[src/sv/swamm_pkg.sv]
// Package for the sliding window alpha max/min filter.
// Holds the window geometry constants and cell control struct used by the
// top level, and the compare function used by the cell. No dependencies.
`default_nettype none

package swamm_pkg;

  localparam int unsigned MaxRadius = 63;
  localparam int unsigned WinDepth  = 2 * MaxRadius + 1;
  localparam int unsigned IdxW      = $clog2(WinDepth);
  localparam int unsigned RadW      = 6;
  localparam int unsigned CntW      = 7;
  localparam int unsigned AlphaW    = 8;

  // Configuration register indexes
  localparam logic CfgRadius = 1'b0;
  localparam logic CfgShrink = 1'b1;

  // Control shared by every cell of the window chain
  typedef struct packed {
    logic            push;    // shift samples one cell toward the old end
    logic            clr;     // clear all samples to zero
    logic            start;   // seed the accumulator at the top cell
    logic            acc_en;  // move accumulators one cell toward cell 0
    logic            shrink;  // 1: minimum, 0: maximum
    logic [IdxW-1:0] top;     // index of the oldest sample in the window
  } ctrl_t;

  // Pick the larger (grow) or smaller (shrink) of two samples
  function automatic logic [AlphaW-1:0] pick(input logic [AlphaW-1:0] a,
                                             input logic [AlphaW-1:0] b,
                                             input logic              shrink);
    logic [AlphaW-1:0] res;
    if (shrink) begin
      res = (b < a) ? b : a;
    end else begin
      res = (b > a) ? b : a;
    end
    return res;
  endfunction

endpackage

`default_nettype wire

[src/sv/swamm_cell.sv]
// One cell of the window chain: holds one sample and one partial result.
// Samples move toward higher indexes, the accumulator toward cell 0.
// Depends on swamm_pkg.
`default_nettype none

module swamm_cell (
  input  wire logic                         clk_i,
  input  wire logic                         rst_ni,
  input  wire swamm_pkg::ctrl_t             ctrl_i,
  input  wire logic [swamm_pkg::IdxW-1:0]   idx_i,
  input  wire logic [swamm_pkg::AlphaW-1:0] samp_i,
  input  wire logic [swamm_pkg::AlphaW-1:0] acc_i,
  output logic      [swamm_pkg::AlphaW-1:0] samp_o,
  output logic      [swamm_pkg::AlphaW-1:0] acc_o
);

  logic [swamm_pkg::AlphaW-1:0] samp_d, samp_q;
  logic [swamm_pkg::AlphaW-1:0] acc_d, acc_q;

  // Sample register: clear, shift, or hold
  always_comb begin
    if (ctrl_i.clr) begin
      samp_d = '0;
    end else if (ctrl_i.push) begin
      samp_d = samp_i;
    end else begin
      samp_d = samp_q;
    end
  end

  always_ff @(posedge clk_i or negedge rst_ni) begin
    if (!rst_ni) begin
      samp_q <= '0;
    end else begin
      samp_q <= samp_d;
    end
  end

  // Accumulator: seeded at the top cell, then folded down the chain
  always_comb begin
    if (ctrl_i.start && (idx_i == ctrl_i.top)) begin
      acc_d = samp_d;
    end else if (ctrl_i.acc_en) begin
      acc_d = swamm_pkg::pick(acc_i, samp_q, ctrl_i.shrink);
    end else begin
      acc_d = acc_q;
    end
  end

  always_ff @(posedge clk_i) begin
    acc_q <= acc_d;
  end

  assign samp_o = samp_q;
  assign acc_o  = acc_q;

endmodule

`default_nettype wire
[config.mk]
export PLATFORM = sky130hd
export DESIGN_NAME = swamm_cell
export DESIGN_NICKNAME = d
export VERILOG_FILES = /design/src/sv/swamm_pkg.sv /design/src/sv/swamm_cell.sv
export SDC_FILE = /design/constraint.sdc
export NUM_CORES = 1
export LEC_CHECK = 0
export BUFFER_PORTS_ARGS = -buffer_cell sky130_fd_sc_hd__buf_2
export CAP_MARGIN = 20
export CORE_UTILIZATION = 46
export DETAILED_ROUTE_END_ITERATION = 10
export GPL_ROUTABILITY_DRIVEN = 0
export PLACE_DENSITY_LB_ADDON = 0.1
export SLEW_MARGIN = 0
export SYNTH_ARGS = -nofsm -noshare
export SYNTH_HDL_FRONTEND = slang
export SYNTH_SLANG_ARGS = --single-unit
[constraint.sdc]
create_clock -name clk_i -period 2.3 [get_ports clk_i]
set_input_delay 0.46 -clock clk_i [delete_from_list [all_inputs] [get_ports clk_i]]
set_output_delay 0.46 -clock clk_i [all_outputs]
set_load 0.01 [all_outputs]
==> impl_metrics.ini <==
[grt]
globalRoute.totalOverflow = 0
met3_demand_to_capacity_share_in_global_routing_pct = 2.924
antenna_found_initial = 0
grt_usage_pct = 21.75
global_route.usage.met2_pct = 38.46
grt_max_degree = 18
gr-max-usage-layer = met2
grt_pass1_vias = 945
use_met1_pct = 26.85
grt_pass1_wl_mm = 4.209

[sta]
clock_skew_ns = 0.003606
finalCriticalPeriod_ns = 2.210
slew_violations = 0
timing.slew.headroom_pct = 81.79
finalHoldViolations = 0
fmaxAchievable_mhz = 452.5
post-route-period-util_pct = 96.08
worst_pin_slew_ns = 0.2731
finalSetupViolCount = 0
grt_setup_unrepaired = false

[synth]
postSynthNetCount = 146
synth.ff_latch_count = 16
ys_seq_area_share_pct = 38.51
mappedNetlistArea_mm2 = 0.001144
post_synth.cell_area_avg_um2 = 11.32
syn-instance-count = 101
synthDistinctLibCells = 24
yosysWarnings = 0

[worst_setup_path]
critical-path-slowest-cell = dfrtp_1
cp_top_family = compound AO/OA/AOI/OAI gates
critPathArrivalTime_ns = 2.25
crit_path_cell_trace = ha_1 -> and3_4 -> a221oi_2 -> nor3_1 -> a311o_2 -> mux2i_1
worst_ep_required_time_ns = 2.34
timing.setup.critical_path_class = flip-flop to flip-flop
max_stage_delay_ns = 0.44
beginning_of_the_critical_path = samp_o[6]$_DFF_PN0_
endpoint_kind = flip-flop
crit_buf_inv = 0
setup.worst_path.start_class = flip-flop
crit-reg2reg-launch = samp_o[6]$_DFF_PN0_
cp_max_fo = 8

[power]
totalPowerFinal_w = 0.0007151
p_per_area_mw_per_mm2 = 486.0
share_seq_of_total_power_pct = 47.3
p_int_w = 0.0005148
peakVddDrop_mv = 0.3146
static-leakage-power_nw = 0.7235
comb_power_share_pct = 26.2
switching_share_pct = 28.02
p_switching_w = 0.0002004
clock_power_share_pct = 26.5

[run]
maxCapViolCount = 0

[placed_design]
detailedPlacementHpwl_mm = 2.028
placement.io_buffers = 52
placed_cell_area_mm2 = 0.001434

[final_layout]
share_of_cells_above_drive_strength_1_pct = 41.03
postLayoutCellArea_mm2 = 0.001471
final_core_util_pct = 64.65
antenna_diode_count = 0
final_net_count = 202
fillCellCount = 200
flow.area_growth_from_synthesis_pct = 28.67

[routing]
number_of_search_and_repair_iterations_in_the_first_detailed_routing_pass = 4
drt-total-wl_mm = 2.625
drc_errors = 0
avgViaCountPerCell = 5.158
vias = 949
drt-initial-drc-count = 8
wl_per_cell_um = 14.27
postRouteAntennaNets = 0

[clocking]
post_cts_resize_count = 0
clk_transition_reported_paths_ns = 0.10
tritoncts = built
cts-root-buf = clkbuf_4
insertion_delay_to_the_later_sink_of_the_worst_skew_pair_ns = 0.29
cts.htree.levels = 1
numCtsBuffers = 3
holdBufCountCts = 0
postCtsSetupRepairBufs = 0
tritoncts_num_sinks = 16
clockBufferDepth = 2

[floorplan]
dieHeight_um = 51.86
dieWidth_um = 51.86
initial_utilization_pct = 50.25
core_footprint_mm2 = 0.002276
top_level_ports = 53
fp.dieArea_mm2 = 0.002689
floorplan.rows = 17

[outcome]
result_of_the_run = finished, final reports clean

[worst_hold_path]
hp-class = input port to async pin
## path summary, 6_finish.rpt
| kind | slack (ns) | cells past startpoint | to |
|---|---|---|---|
| worst max-delay path | 0.09 | 6 | acc_o[3]$_DFFE_PP_ |
| worst min-delay path | 0.01 | 1 | samp_o[6]$_DFF_PN0_ |
| worst max register to register | 0.09 | 6 | acc_o[3]$_DFFE_PP_ |
| worst min register to register | 0.67 | 2 | samp_o[1]$_DFF_PN0_ |
| max in group asynchronous | 2.10 | 1 | samp_o[3]$_DFF_PN0_ |
| min in group clk_i | 0.50 | 2 | samp_o[4]$_DFF_PN0_ |
## layout by cell type, fill, tap and decap left out, drive strengths merged, types with 2 or more instances in the layout
cell type and count:
a21o 2, buf 55, ha 8, clkbuf 4
mux2i 32, xnor2 7, dfrtp 8, edfxtp 8
nor2 10, inv 8, nand4 4
## cells in the mapped netlist
cell	count	area (µm²)
a211oi_1	1	7.510
a21o_1	2	15.01
a21oi_1	1	5.000
a221oi_2	1	15.01
a311o_1	1	10.01
and3_4	1	11.26
buf_2	1	5.000
buf_4	1	7.510
buf_6	1	11.26
clkbuf_1	1	3.750
dfrtp_1	8	200.2
edfxtp_1	8	240.2
ha_1	8	100.1
inv_1	8	30.03
mux2i_1	32	320.3
nand3_1	1	5.000
nand4_1	4	25.02
nor2_1	9	33.78
nor2_4	1	11.26
nor2b_1	1	6.260
nor3_1	1	5.000
o211ai_1	1	7.510
or2_2	1	6.260
xnor2_1	7	61.31
## worst register-to-register path, delay by kind of cell, from the launching register on
kind                     cells  cell delay, ns
multiplexers                 1            0.16
AO/OA/AOI/OAI                2            0.74
AND/OR/NAND/NOR              2            0.29
flip-flops                   1            0.44
adder cells (fa/ha/maj)      1            0.33
## kinds of logic (layout without fill, tap and decap cells)
family                     after synthesis  after routing  share of synthesized area [%]
muxes                                   32             32                          28.01
and+or+nand+nor                         19             19                          9.080
AOI/OAI and AO/OA                        7              7                          5.251
DFF                                     16             16                          38.51
xor gates and xnor gates                 7              7                          5.361
buffers and inverters                   12             67                          5.032
adders and majority gates                8              8                          8.753
## per-layer routing
layer,up-vias,wire [µm]
li1,478,-
met5,-,0
met4,0,33
met2,38,1306
met1,429,1150
met3,4,134
## power by group through the flow
stage | registers [W] | logic [W] | clock network, W
finish | 0.000338 | 0.000187 | 0.000189
CTS | 0.000339 | 0.000187 | 0.000193
global route | 0.000342 | 0.000207 | 0.000200
global placement | 0.000344 | 0.000181 | 0
detailed placement | 0.000345 | 0.000185 | 0
floorplan | 0.000354 | 0.000101 | 0
## cell type report
cell class	count	area (µm²)	area share, %
Multi-Input combinational cell	73	646.9	43.96
Sequential cell	16	440.4	29.93
Timing Repair Buffer	55	282.8	19.22
Clock buffer	4	36.28	2.466
Tap cell	28	35.03	2.381
Inverter	8	30.03	2.041
## sequential cells by signal, indices dropped and copies added, names as in the netlist
name	flops
samp_o	8
acc_o	8
## metrics by stage
step           cells  hold WS (ns)  setup WS (ns)  setup TNS (ns)
2_1_floorplan    101        0.1644         0.1785               0
3_3_place_gp     180        0.3309       -0.05288         -0.4161
3_5_place_dp     180        0.3331       -0.08544         -0.6261
4_1_cts          184       0.01324        0.07639               0
5_1_grt          184       0.01787        0.01453               0
6_report         184       0.01015        0.09006               0
Note: power is estimated with default switching activity, not from simulation.
